File: src/hw/rtl/particle_verlet_update_unit_assert.svh
// Assertion macros used by the particle update top level.
`ifndef PARTICLE_VERLET_UPDATE_UNIT_ASSERT_SVH
`define PARTICLE_VERLET_UPDATE_UNIT_ASSERT_SVH
`ifndef SYNTHESIS
`define PVU_ASSERT_IMPL(label, a, b) \
    label: assert property (@(posedge clk) disable iff (!rst_n) (a) |-> (b)) \
        else $error("assertion failed");
`define PVU_ASSERT_NEXT(label, a, b) \
    label: assert property (@(posedge clk) disable iff (!rst_n) (a) |=> (b)) \
        else $error("assertion failed");
`else
`define PVU_ASSERT_IMPL(label, a, b)
`define PVU_ASSERT_NEXT(label, a, b)
`endif
`endif

File: src/hw/rtl/pvu_pkg.sv
// Shared constants, control types and helpers of the particle update unit.
package pvu_pkg;
    localparam int NUM_KINDS     = 4;
    localparam int MAX_PARTICLES = 65536;
    localparam int DIMENSIONS    = 3;
    localparam int DIV_W         = 39;
    localparam int DIV_CNT_W     = 6;

    localparam logic [2:0] REG_TIME_STEP      = 3'd0;
    localparam logic [2:0] REG_VELOCITY_SCALE = 3'd1;
    localparam logic [2:0] REG_MATCH_ALL      = 3'd2;
    localparam logic [2:0] REG_ACTIVE_GROUP   = 3'd3;
    localparam logic [2:0] REG_MASS_KIND0     = 3'd4;
    localparam logic [2:0] REG_MASS_KIND1     = 3'd5;
    localparam logic [2:0] REG_MASS_KIND2     = 3'd6;
    localparam logic [2:0] REG_MASS_KIND3     = 3'd7;

    localparam logic [1:0] MODE_VERLET_START  = 2'd0;
    localparam logic [1:0] MODE_VERLET_FINISH = 2'd1;
    localparam logic [1:0] MODE_EULER         = 2'd2;
    localparam logic [1:0] MODE_REPORT        = 2'd3;

    typedef enum logic [3:0] {
        LOP_NONE,
        LOP_LOAD,
        LOP_SCALE_MUL,
        LOP_SCALE_FIX,
        LOP_KICK_MUL,
        LOP_DIV_LOAD,
        LOP_DIV_STEP,
        LOP_KICK_FIX,
        LOP_DRIFT_MUL,
        LOP_DRIFT_FIX,
        LOP_ACC_MUL
    } lane_op_t;

    typedef struct packed {
        lane_op_t op;
        logic     full_kick;
    } lane_ctrl_t;

    typedef enum logic [2:0] {
        AOP_NONE,
        AOP_SUM,
        AOP_MUL,
        AOP_ADD,
        AOP_CLEAR
    } acc_op_t;

    typedef struct packed {
        acc_op_t op;
    } acc_ctrl_t;

    function automatic logic signed [31:0] sat32(input logic signed [63:0] x);
        logic signed [31:0] r;
        if (x > 64'sd2147483647)
            r = 32'sh7FFFFFFF;
        else if (x < -64'sd2147483648)
            r = 32'sh80000000;
        else
            r = x[31:0];
        return r;
    endfunction
endpackage

File: src/hw/rtl/pvu_accum.sv
// Merging stage: combines the lane terms into the saturating running sums.
module pvu_accum (
    input  logic                clk,
    input  logic                rst_n,
    input  pvu_pkg::acc_ctrl_t  ctrl,
    input  logic signed [48:0]  mom_term [pvu_pkg::DIMENSIONS],
    input  logic [62:0]         sq_term [pvu_pkg::DIMENSIONS],
    input  logic [15:0]         mass,
    output logic signed [63:0]  momentum [pvu_pkg::DIMENSIONS],
    output logic [62:0]         energy,
    output logic [16:0]         count
);
    import pvu_pkg::*;

    localparam logic [63:0] ENERGY_MAX = 64'h7FFF_FFFF_FFFF_FFFF;

    logic signed [63:0] mom_reg [DIMENSIONS];
    logic signed [63:0] mom_next [DIMENSIONS];
    logic [62:0]        energy_reg;
    logic [16:0]        count_reg;
    logic [63:0]        sq_total_reg, sq_total;
    logic [55:0]        term_hi_reg;
    logic [15:0]        term_lo_reg;
    logic [39:0]        lo_prod;
    logic [56:0]        term;
    logic [63:0]        esum;
    logic signed [64:0] msum [DIMENSIONS];

    always_comb
    begin
        sq_total = 64'd0;
        for (int d = 0; d < DIMENSIONS; d++)
        begin
            sq_total = sq_total + 64'(sq_term[d]);
            msum[d]  = 65'(mom_reg[d]) + 65'(mom_term[d]);
            if (msum[d][64] != msum[d][63])
                mom_next[d] = msum[d][64] ? 64'sh8000_0000_0000_0000 :
                                            64'sh7FFF_FFFF_FFFF_FFFF;
            else
                mom_next[d] = msum[d][63:0];
        end
        lo_prod = 40'(sq_total_reg[23:0]) * 40'(mass);
        term    = 57'(term_hi_reg) + 57'(term_lo_reg);
        esum    = 64'(energy_reg) + 64'(term);
    end

    always_ff @(posedge clk)
    begin
        case (ctrl.op)
            AOP_SUM: sq_total_reg <= sq_total;
            AOP_MUL:
            begin
                term_hi_reg <= 56'(sq_total_reg[63:24]) * 56'(mass);
                term_lo_reg <= lo_prod[39:24];
            end
            default: ;
        endcase
    end

    always_ff @(posedge clk or negedge rst_n)
    begin
        if (!rst_n)
        begin
            for (int d = 0; d < DIMENSIONS; d++)
                mom_reg[d] <= 64'sd0;
            energy_reg <= 63'd0;
            count_reg  <= 17'd0;
        end
        else
        begin
            case (ctrl.op)
                AOP_SUM:
                    for (int d = 0; d < DIMENSIONS; d++)
                        mom_reg[d] <= mom_next[d];
                AOP_ADD:
                begin
                    energy_reg <= (esum > ENERGY_MAX) ? ENERGY_MAX[62:0] : esum[62:0];
                    if (count_reg < 17'(MAX_PARTICLES))
                        count_reg <= count_reg + 17'd1;
                end
                AOP_CLEAR:
                begin
                    for (int d = 0; d < DIMENSIONS; d++)
                        mom_reg[d] <= 64'sd0;
                    energy_reg <= 63'd0;
                    count_reg  <= 17'd0;
                end
                default: ;
            endcase
        end
    end

    assign momentum = mom_reg;
    assign energy   = energy_reg;
    assign count    = count_reg;
endmodule

File: config.mk
export PLATFORM = sky130hd
export DESIGN_NAME = pvu_accum
export DESIGN_NICKNAME = d
export VERILOG_FILES = /design/src/hw/rtl/particle_verlet_update_unit_assert.svh /design/src/hw/rtl/pvu_pkg.sv /design/src/hw/rtl/pvu_accum.sv
export SDC_FILE = /design/constraint.sdc
export NUM_CORES = 2
export LEC_CHECK = 0
export BUFFER_PORTS_ARGS = -buffer_cell sky130_fd_sc_hd__buf_4
export CAP_MARGIN = 20
export CORE_UTILIZATION = 38
export CTS_BUF_LIST = sky130_fd_sc_hd__clkbuf_2
export CTS_CLUSTER_SIZE = 20
export DETAILED_ROUTE_END_ITERATION = 8
export GPL_TIMING_DRIVEN = 0
export SETUP_SLACK_MARGIN = 0.3
export SYNTH_ARGS = -nofsm -noshare
export SYNTH_HDL_FRONTEND = slang
export SYNTH_SLANG_ARGS = --single-unit
File: constraint.sdc
create_clock -name clk -period 17.4 [get_ports clk]
set_clock_uncertainty 0.05 [all_clocks]
set_input_delay 5.22 -clock clk [delete_from_list [all_inputs] [get_ports clk]]
set_output_delay 5.22 -clock clk [all_outputs]
set_load 0.03 [all_outputs]
==> impl_metrics.toml <==
[outcome]
status = "complete, no violations"

[worst_setup_path]
endpoint_kind = "flop"
crit_required_ns = 18.59
r2r_setup_slack_ns = 8.98
rr_endpoint = "term_lo_reg[15]"
cp-startpoint = "mass[2]"
cp_max_fo = 10
start_kind = "input port"
rr_worst_depth = 26
critical_path_class = "input port to flop"
crit_end = "term_lo_reg[15]"
worstPathArrival_ns = 13.74
r2r-start = "sq_total_reg[17]"

[floorplan]
start_util_pct = 38.3
fp.dieArea_sq_um = 174000
die-width_um = 418
num_rows = 152
die_h_um = 418
ios = 629
core_sq_um = 172000

[final_layout]
num-fill-cells = 17200
largest_reg_flops = 192
seqCellArea_sq_um = 10900
finalNetCount = 10100
multi_input_area_sq_um = 49300
drive_gt1_share_pct = 10.6
synthToLayoutAreaGrowth_pct = 13.4

[route]
post_drt_wl_per_cell_um = 19.9
dr.pass1.iters = 7
ant_nets = 0
num_vias = 56100
drtIter0Drc = 3800
drc = 0
avgViaCountPerCell = 5.26
routed_wl_mm = 213

[grt]
grt_usage_pct = 24.2
grt_pass1_wl_mm = 329
antenna_found_initial = 17
first_global_vias = 57500
overflow = 0
grt_start_max_net_pins = 113

[yosys]
synthFlopType = "dfrtp_1"
synth_cells = 7511
async_flop_share_pct = 66.7
synth_seq_area_share_pct = 16.6
synth.distinct_cells = 90
synth_seq_cells = 408
avgSynthCellArea_sq_um = 8.74
synth_warnings = 0
synth_edf_count = 136
postSynthNetCount = 9379
synthesis.area_sq_um = 65600

[clocking]
numCtsBuffers = 116
path_clk_slew_ns = 0.11
cts_hold_buffers = 0
cts_tree = "built"
htreeDepth = 3
cts_root_buf = "clkbuf_2"
clkSinkCount = 408
cts_max_path_buffers = 3
cts_resized = 0
clock_latency_ns = 1.59
post_cts_buffers = 0

[placement]
port_buffers = 612
place_congestion = 0.964
dp_hpwl_mm = 176

[timing]
period_needed_ns = 12.54
rsz0062_at_grt = "no"
fin_crit_sh_pct = 72.1
fmax_mhz = 79.7
relSlewSlack_pct = 23.8
setup_violations = 0
hold_viol = 0
drv_slew = 0
worstMarginPinSlew_ns = 1.14
finalSetupTns_ns = 0

[hold_path]
hold_class = "flop to flop"

[job]
drv_cap = 0
[worst max-delay path: stages]
cell and delay [ns]:
clkbuf_1 0.72, clkbuf_1 0.88, nand2_1 0.21, fa_1 0.56, inv_1 0.06, fa_1 0.57, inv_1 0.07, fa_1 0.49
inv_1 0.05, fa_1 0.45, fa_1 0.56, inv_1 0.07, fa_1 0.49, inv_1 0.05, ha_1 0.31, and4_1 0.24
and2_1 0.17, o311ai_1 0.47, a21oi_1 0.30, o311ai_1 0.44, o21ai_0 0.23, o211ai_1 0.25, a21boi_1 0.13, o21ai_0 0.25
a21oi_1 0.15, a21oi_1 0.19, xnor2_1 0.13
[cell usage in the layout, fill, tap and decap left out, types with 12 or more instances in the layout]
cell type | Yosys | layout
nand2_1 | 1080 | 1080
inv_1 | 1064 | 1064
fa_1 | 919 | 919
buf_4 | 1 | 613
ha_1 | 592 | 592
a21oi_1 | 475 | 475
and2_1 | 349 | 349
clkbuf_1 | 344 | 344
nor2_1 | 341 | 341
dfrtp_1 | 272 | 272
o21ai_0 | 264 | 264
a21o_1 | 242 | 242
xnor2_1 | 212 | 212
clkbuf_2 | 0 | 162
xor2_1 | 146 | 146
edfxtp_1 | 136 | 136
nand3_1 | 103 | 103
o21ai_1 | 103 | 103
a31oi_1 | 88 | 88
nand4_1 | 77 | 77
a221o_1 | 71 | 71
nor2b_1 | 50 | 50
and3_1 | 46 | 46
o21bai_1 | 44 | 44
nand2b_1 | 41 | 41
nor3_1 | 41 | 41
o21a_1 | 39 | 39
a211oi_1 | 36 | 36
clkinv_1 | 1 | 29
or3_1 | 27 | 27
o211ai_1 | 26 | 26
buf_2 | 23 | 23
a41oi_1 | 20 | 20
o31ai_1 | 17 | 17
a21boi_0 | 14 | 14
and4_1 | 13 | 13
or2_2 | 12 | 12
clkinv_2 | 0 | 12
buf_6 | 6 | 12
[cells by family (layout without fill, tap and decap cells)]
logic type	after synthesis	after routing	synth area share, %
AO/OA/AOI/OAI	1559	1559	15.1
buffers and inverters	1439	2274	8.35
XOR/XNOR	358	358	4.78
other	0	7	0
AND/OR/NAND/NOR	2229	2229	15.8
multiplexers	7	7	0.111
flip-flops	408	408	16.6
adder cells (fa/ha/maj)	1511	1511	39.3
[cell usage after synthesis, types with 7 or more instances]
library cell     n  area share [%]
xor2_1         146             1.9
a221oi_1        10            0.13
o21ai_1        103            0.79
or3_1           27            0.26
and2_1         349             3.3
and3_1          46            0.44
a21o_1         242             2.8
nor3_1          41            0.31
edfxtp_1       136             6.2
a311oi_1         8            0.11
inv_1         1064             6.1
nor4_1           7           0.067
nand4_1         77            0.73
nor3b_1          9            0.10
and4_1          13            0.17
o211ai_1        26            0.30
a31o_2          10            0.13
a41oi_1         20            0.27
or2_2           12            0.11
nor2b_1         50            0.48
o22ai_1          7           0.067
o21a_1          39            0.45
nand2b_1        41            0.39
xnor2_1        212             2.8
a211o_1         11            0.15
a31oi_1         88            0.84
nor2_1         341             1.9
a21oi_1        475             3.6
o21bai_1        44            0.50
o21ai_0        264             2.0
o31ai_1         17            0.19
dfrtp_1        272              10
a21boi_0        14            0.16
fa_1           919              28
a221o_1         71             1.1
nand2_1       1080             6.2
a211oi_1        36            0.41
nand3_1        103            0.79
ha_1           592              11
buf_2           23            0.18
a2111oi_0        7           0.093
clkbuf_1       344             2.0
[routing by layer]
layer / vias up / routed length (um) / global-route usage, %
li1: 26200 / - / -
met4: 18 / 9280 / 10.6
met1: 27500 / 90600 / 31.4
met2: 1944 / 96700 / 38.9
met5: - / 125 / 0
met3: 468 / 15900 / 5.09
[final cells by class]
type | instances | share of cell area (%)
Antenna cell | 7 | 0.0235
Buffer | 374 | 1.99
Clock buffer | 162 | 1.09
Clock inverter | 48 | 0.391
Inverter | 1065 | 5.37
Multi-Input combinational cell | 5664 | 66.2
Sequential cell | 408 | 14.6
Tap cell | 2310 | 3.88
Timing Repair Buffer | 625 | 6.45
[worst min path at each step]
stage	cells after the start	end	startpoint	slack (ns)
after global placement	2	momentum[83]	momentum[83]	0.45
final	2	momentum[93]	momentum[93]	0.47
after CTS	2	momentum[15]	momentum[15]	0.47
after floorplan	1	term_hi_reg[0]	sq_total_reg[24]	0.55
after detailed placement	2	momentum[93]	momentum[93]	0.45
after global routing	2	momentum[85]	momentum[85]	0.51
[through the flow]
stage | instances | setup slack [ns] | hold slack (ns) | cell area (sq um) | util, %
detailed placement | 10400 | 3.41 | 0.452 | 73300 | 42.7
global route | 10700 | 4.64 | 0.506 | 74500 | 43.4
finish | 10700 | 4.86 | 0.471 | 74500 | 43.4
CTS | 10700 | 5.15 | 0.473 | 74400 | 43.4
global placement | 10400 | 3.06 | 0.450 | 73100 | 42.6
floorplan | 7511 | 5.34 | 0.551 | 65600 | -
Power is not shown: default switching activity piles up to over one toggle a cycle in this logic, so the estimate is an artifact.
