## src/hw/rtl/particle_verlet_update_unit_assert.svh

```systemverilog
// Assertion macros used by the particle update top level.
`ifndef PARTICLE_VERLET_UPDATE_UNIT_ASSERT_SVH
`define PARTICLE_VERLET_UPDATE_UNIT_ASSERT_SVH
`ifndef SYNTHESIS
`define PVU_ASSERT_IMPL(label, a, b) \
    label: assert property (@(posedge clk) disable iff (!rst_n) (a) |-> (b)) \
        else $error("assertion failed");
`define PVU_ASSERT_NEXT(label, a, b) \
    label: assert property (@(posedge clk) disable iff (!rst_n) (a) |=> (b)) \
        else $error("assertion failed");
`else
`define PVU_ASSERT_IMPL(label, a, b)
`define PVU_ASSERT_NEXT(label, a, b)
`endif
`endif

```

## src/hw/rtl/pvu_pkg.sv

```systemverilog
// Shared constants, control types and helpers of the particle update unit.
package pvu_pkg;
    localparam int NUM_KINDS     = 4;
    localparam int MAX_PARTICLES = 65536;
    localparam int DIMENSIONS    = 3;
    localparam int DIV_W         = 39;
    localparam int DIV_CNT_W     = 6;

    localparam logic [2:0] REG_TIME_STEP      = 3'd0;
    localparam logic [2:0] REG_VELOCITY_SCALE = 3'd1;
    localparam logic [2:0] REG_MATCH_ALL      = 3'd2;
    localparam logic [2:0] REG_ACTIVE_GROUP   = 3'd3;
    localparam logic [2:0] REG_MASS_KIND0     = 3'd4;
    localparam logic [2:0] REG_MASS_KIND1     = 3'd5;
    localparam logic [2:0] REG_MASS_KIND2     = 3'd6;
    localparam logic [2:0] REG_MASS_KIND3     = 3'd7;

    localparam logic [1:0] MODE_VERLET_START  = 2'd0;
    localparam logic [1:0] MODE_VERLET_FINISH = 2'd1;
    localparam logic [1:0] MODE_EULER         = 2'd2;
    localparam logic [1:0] MODE_REPORT        = 2'd3;

    typedef enum logic [3:0] {
        LOP_NONE,
        LOP_LOAD,
        LOP_SCALE_MUL,
        LOP_SCALE_FIX,
        LOP_KICK_MUL,
        LOP_DIV_LOAD,
        LOP_DIV_STEP,
        LOP_KICK_FIX,
        LOP_DRIFT_MUL,
        LOP_DRIFT_FIX,
        LOP_ACC_MUL
    } lane_op_t;

    typedef struct packed {
        lane_op_t op;
        logic     full_kick;
    } lane_ctrl_t;

    typedef enum logic [2:0] {
        AOP_NONE,
        AOP_SUM,
        AOP_MUL,
        AOP_ADD,
        AOP_CLEAR
    } acc_op_t;

    typedef struct packed {
        acc_op_t op;
    } acc_ctrl_t;

    function automatic logic signed [31:0] sat32(input logic signed [63:0] x);
        logic signed [31:0] r;
        if (x > 64'sd2147483647)
            r = 32'sh7FFFFFFF;
        else if (x < -64'sd2147483648)
            r = 32'sh80000000;
        else
            r = x[31:0];
        return r;
    endfunction
endpackage

```

## src/hw/rtl/pvu_lane.sv

```systemverilog
// One axis lane: shared multiplier, bit-serial divider and the kick/drift update.
module pvu_lane (
    input  logic                     clk,
    input  logic                     rst_n,
    input  pvu_pkg::lane_ctrl_t      ctrl,
    input  logic signed [31:0]       pos_in,
    input  logic signed [31:0]       vel_in,
    input  logic signed [31:0]       force_in,
    input  logic [15:0]              time_step,
    input  logic [15:0]              velocity_scale,
    input  logic [15:0]              mass,
    output logic signed [31:0]       pos,
    output logic signed [31:0]       vel,
    output logic signed [48:0]       mom_term,
    output logic [62:0]              sq_term
);
    import pvu_pkg::*;

    logic signed [31:0]      pos_reg, vel_reg, force_reg;
    logic signed [48:0]      prod_reg, mom_reg;
    logic                    neg_reg;
    logic [DIV_W-1:0]        quo_reg;
    logic [15:0]             rem_reg;
    logic [62:0]             sq_reg;

    logic signed [31:0]      mul_a;
    logic signed [16:0]      mul_b;
    logic signed [48:0]      mul_a_ext, mul_b_ext, mul_res;
    logic signed [48:0]      scale_rnd, drift_rnd, scale_sh, drift_sh;
    logic [48:0]             mag;
    logic [16:0]             rem_sh;
    logic                    ge;
    logic signed [63:0]      q_s, kick_sum, drift_sum;
    logic [31:0]             vel_abs;
    logic [63:0]             sq_full;

    always_comb
    begin
        mul_a = (ctrl.op == LOP_KICK_MUL) ? force_reg : vel_reg;
        case (ctrl.op)
            LOP_SCALE_MUL: mul_b = $signed({1'b0, velocity_scale});
            LOP_ACC_MUL:   mul_b = $signed({1'b0, mass});
            default:       mul_b = $signed({1'b0, time_step});
        endcase
        mul_a_ext = 49'(mul_a);
        mul_b_ext = 49'(mul_b);
        mul_res   = mul_a_ext * mul_b_ext;

        // Arithmetic shifts round toward minus infinity, so negative products are biased first.
        scale_rnd = prod_reg + (prod_reg[48] ? 49'sd16383 : 49'sd0);
        scale_sh  = scale_rnd >>> 14;
        drift_rnd = prod_reg + (prod_reg[48] ? 49'sd65535 : 49'sd0);
        drift_sh  = drift_rnd >>> 16;
        drift_sum = 64'(pos_reg) + 64'(drift_sh);

        mag    = prod_reg[48] ? 49'(-prod_reg) : 49'(prod_reg);
        rem_sh = {rem_reg, quo_reg[DIV_W-1]};
        ge     = rem_sh >= {1'b0, mass};

        q_s      = $signed({25'd0, quo_reg});
        kick_sum = 64'(vel_reg) + (neg_reg ? -q_s : q_s);

        vel_abs = vel_reg[31] ? 32'(-vel_reg) : 32'(vel_reg);
        sq_full = 64'(vel_abs) * 64'(vel_abs);
    end

    always_ff @(posedge clk or negedge rst_n)
    begin
        if (!rst_n)
        begin
            pos_reg   <= '0;
            vel_reg   <= '0;
            force_reg <= '0;
            prod_reg  <= '0;
            mom_reg   <= '0;
            neg_reg   <= 1'b0;
            quo_reg   <= '0;
            rem_reg   <= '0;
            sq_reg    <= '0;
        end
        else
        begin
            case (ctrl.op) inside
                LOP_LOAD:
                begin
                    pos_reg   <= pos_in;
                    vel_reg   <= vel_in;
                    force_reg <= force_in;
                end
                LOP_SCALE_MUL, LOP_KICK_MUL, LOP_DRIFT_MUL: prod_reg <= mul_res;
                LOP_SCALE_FIX: vel_reg <= sat32(64'(scale_sh));
                LOP_DIV_LOAD:
                begin
                    neg_reg <= prod_reg[48];
                    rem_reg <= 16'd0;
                    quo_reg <= ctrl.full_kick ? mag[46:8] : mag[47:9];
                end
                LOP_DIV_STEP:
                begin
                    rem_reg <= ge ? 16'(rem_sh - {1'b0, mass}) : rem_sh[15:0];
                    quo_reg <= {quo_reg[DIV_W-2:0], ge};
                end
                LOP_KICK_FIX:  vel_reg <= sat32(kick_sum);
                LOP_DRIFT_FIX: pos_reg <= sat32(drift_sum);
                LOP_ACC_MUL:
                begin
                    mom_reg <= mul_res;
                    sq_reg  <= sq_full[62:0];
                end
                default: ;
            endcase
        end
    end

    assign pos      = pos_reg;
    assign vel      = vel_reg;
    assign mom_term = mom_reg;
    assign sq_term  = sq_reg;
endmodule

```

## config.mk

```make
export PLATFORM = sky130hd
export DESIGN_NAME = pvu_lane
export DESIGN_NICKNAME = d
export VERILOG_FILES = /design/src/hw/rtl/particle_verlet_update_unit_assert.svh /design/src/hw/rtl/pvu_pkg.sv /design/src/hw/rtl/pvu_lane.sv
export SDC_FILE = /design/constraint.sdc
export NUM_CORES = 2
export LEC_CHECK = 0
export ABC_AREA = 1
export CAP_MARGIN = 15
export CORE_UTILIZATION = 29
export CTS_CLUSTER_DIAMETER = 80
export DETAILED_ROUTE_END_ITERATION = 10
export DONT_BUFFER_PORTS = 1
export PLACE_DENSITY_LB_ADDON = 0.15
export SYNTH_ARGS = -nofsm -noshare
export SYNTH_HDL_FRONTEND = slang
export SYNTH_SLANG_ARGS = --single-unit
```

## constraint.sdc

```tcl
create_clock -name clk -period 9.25 [get_ports clk]
set_input_delay 0.925 -clock clk [delete_from_list [all_inputs] [get_ports clk]]
set_output_delay 0.925 -clock clk [all_outputs]
set_load 0.05 [all_outputs]
```

==> run summary <==
Largest family of logic cells by synthesized area = adder cells
EDFF count, synth = 0
Routed wire length = 316,200 um
Crit-path most repeated cell = fa_1
I/O pins = 327
Pre-antenna DRT Iters = 8
Status = finished, final reports clean
Critical path endpoint category = register
Final setup fails = 0
Initial antenna violation count = 29
Initial core utilization = 29.23%
Clock transition at path regs = 0.06 ns
Critical path class = reg -> reg
CTS Buf Count = 45
Routability cong. = 0.9690
Most common cell after layout, fill and taps aside = inv_1
Post-Synth Simple-Gate Area = 21.55%
Slew Viols, Final = 0
First-pass GRT wire length = 474,900 um
Hold Path Class = in -> async
Maxcap violations = 0
Max FFs per register = 62
Net count reported at finish = 12,502
Core area = 0.2576 mm2
Share of layout cells above drive strength 1 = 9.944%
Total track usage = 24.44%
Area delta synth->final = 14.09%
Post-synthesis compound-gate area fraction = 7.394%
Global route overflow = 0
DRC violations left = 0
TritonCTS clock tree = done
Rows = 186
Clock Sinks = 312
Dpl hpwl = 273,100 um
Yosys Warn Count = 0
FILL cells = 27,779
Post-synth top flop = dfrtp_1
Dominant cell type by area after synthesis = fa_1
Util after Layout = 33.35%
Cell area after synthesis = 0.07531 mm2
Highest Clock Rate = 0.1116 GHz
Fin crit share = 96.89%
Sequential share of the synthesized area = 10.37%
Number of global-route vias before repair = 70,923
Xor and xnor area share after synthesis = 3.394%
Relative slew margins = 15.64%
Post-synthesis sequential element count = 312
Critical Path RT = 9.80 ns
Worst Tran Pin Value = 1.261 ns
CP peak stage delay = 0.57 ns
# H-tree levels = 2
Gate Count Post-Synth = 10,189
Mux cell area share after synthesis = 0.1047%
Startpoint types = register
Worst Reg-to-Reg Cells = 40
Input/output buffers = 0
Commonest non-fill, non-tap cells in the layout = inv_1 (2,424), nand2_1 (2,266), fa_1 (1,283)
Clk buf depth = 3
Async SR Flop Fraction = 100.0%
Die area = 0.2618 mm2
Largest net degree at the start of global routing = 225
Drt initial violations = 4,573
Fin. Hold Viols = 0
Critical path's slowest cell = fa_1
Post-DRT Antenna Nets = 0
CP max FO = 6
Min Tclk post-route = 8.962 ns
Routed vias/inst = 4.786
Yosys cell types = 70
Worst path buffer plus inverter count = 9
Die width = 511.6 um
Clk_lat worst skew = 0.68 ns
CP top delay family = adder cells
Mean post-synth cell area = 7.392 um2
Crit path DAT = 9.51 ns
Wire per inst = 22.64 um
WP depth = 40
Root Buffer Master = clkbuf_16
Post-synth top area share = 34.50%
Die Y = 511.6 um
Vias post-DR = 66,843
Largest cells by area after synthesis = fa_1 (35%), inv_1 (12%), nand2_1 (11%)
RSZ-0062 raised after global routing = true
Post-Synth Adder-Cell Area = 43.12%
Skew final = 0.02328 ns
kinds of logic after synthesis:
kind of cell,after synthesis
AND/OR/NAND/NOR,4000
buffers and inverters,2785
adder cells (fa/ha/maj),1817
AO/OA/AOI/OAI,975
flip-flops,312
XOR/XNOR,291
multiplexers,7
other,2
path summary, 6_finish.rpt:
path / from / end / slack (ns)
setup reg to reg: vel[3]$_DFFE_PN0P_ / sq_term[43]$_DFFE_PN0P_ / 0.29
hold / removal: rst_n / rem_reg[3]$_DFFE_PN0P_ / 0.09
setup / recovery: vel[3]$_DFFE_PN0P_ / sq_term[43]$_DFFE_PN0P_ / 0.29
max in group asynchronous: rst_n / vel[31]$_DFFE_PN0P_ / 7.78
hold reg to reg: rem_reg[9]$_DFFE_PN0P_ / rem_reg[9]$_DFFE_PN0P_ / 0.50
min in group clk: force_in[8] / force_reg[8]$_DFFE_PN0P_ / 0.39
per-layer routing:
| metal | wire [um] | part of all wire (%) | track usage (%) |
|---|---|---|---|
| met5 | 42 | 0.013 | 0 |
| met2 | 141700 | 45 | 39.22 |
| met4 | 9940 | 3.1 | 6.472 |
| met1 | 147100 | 47 | 34.59 |
| met3 | 17410 | 5.5 | 2.837 |
worst register-to-register path, delay by kind of cell (launching register included):
| kind | cells | cell delay [ns] |
|---|---|---|
| AO/OA/AOI/OAI | 6 | 1.10 |
| AND/OR/NAND/NOR | 16 | 2.10 |
| flip-flops | 1 | 0.40 |
| adder cells (fa/ha/maj) | 9 | 4.29 |
| buffers and inverters | 9 | 0.95 |
cell usage after synthesis (5+ instances only):
cell type  instances
a21boi_0           5
nand2_2           24
and3_1            10
nor2_1          1091
nor4_1            33
a21oi_1          349
o31ai_1            6
mux2_2             7
a31oi_1           52
buf_6              6
o21ai_1           30
o21a_1            21
dfrtp_1          312
nand3_2            5
ha_1             519
o21ai_0          342
buf_2             41
nand3b_1          13
nor2_2            38
nand3_1          298
o221ai_1          39
a31o_2             6
buf_4              9
nand2_1         2288
nor3_2             8
or2_2             60
inv_2             35
nand4_1           56
xor2_1           227
clkinv_1          17
a21o_1            16
a211oi_1           5
buf_1             22
clkbuf_1         215
xnor2_1           63
o211ai_1          39
inv_1           2439
fa_1            1298
o21bai_1          32
nor3_1            63
through the flow:
step           std cells  setup TNS (ns)  hold WS (ns)  area [um2]  setup WS [ns]
6_report           13966               0       0.09180       85930         0.2876
4_1_cts            13923               0        0.1767       84620      0.0001057
5_1_grt            13961         -0.1427        0.1454       85920       -0.06906
3_5_place_dp       13836         -0.1956        0.4878       82930       -0.09215
2_1_floorplan      10212               0        0.4538       75400         0.1926
3_3_place_gp       13836        -0.07910        0.4770       82930       -0.07347
layout make-up:
| type | count | area (um2) | share of cell area [%] |
|---|---|---|---|
| diodes | 13 | 32.53 | 0.03786 |
| clock buffers | 56 | 1247 | 1.452 |
| clock inverters | 26 | 345.3 | 0.4019 |
| inverters | 2491 | 9375 | 10.91 |
| multi-input cells | 7115 | 58060 | 67.57 |
| flip-flops and latches | 312 | 7812 | 9.092 |
| well taps | 3384 | 4234 | 4.927 |
| repair buffers | 569 | 4821 | 5.610 |
timing repair:
action | CTS | global route
gates cloned | 0 | 1
pin swaps | 0 | 122
buffers inserted | 3 | 28
hold endpoints to repair | 224 | 0
hold buffers | 2 | 0
resized for setup | 7 | 258
endpoints found under the setup margin | 7 | 34
Power is left out: the tool's default activity adds up to more than one toggle a clock period on the data nets, which glitch-free logic cannot reach.
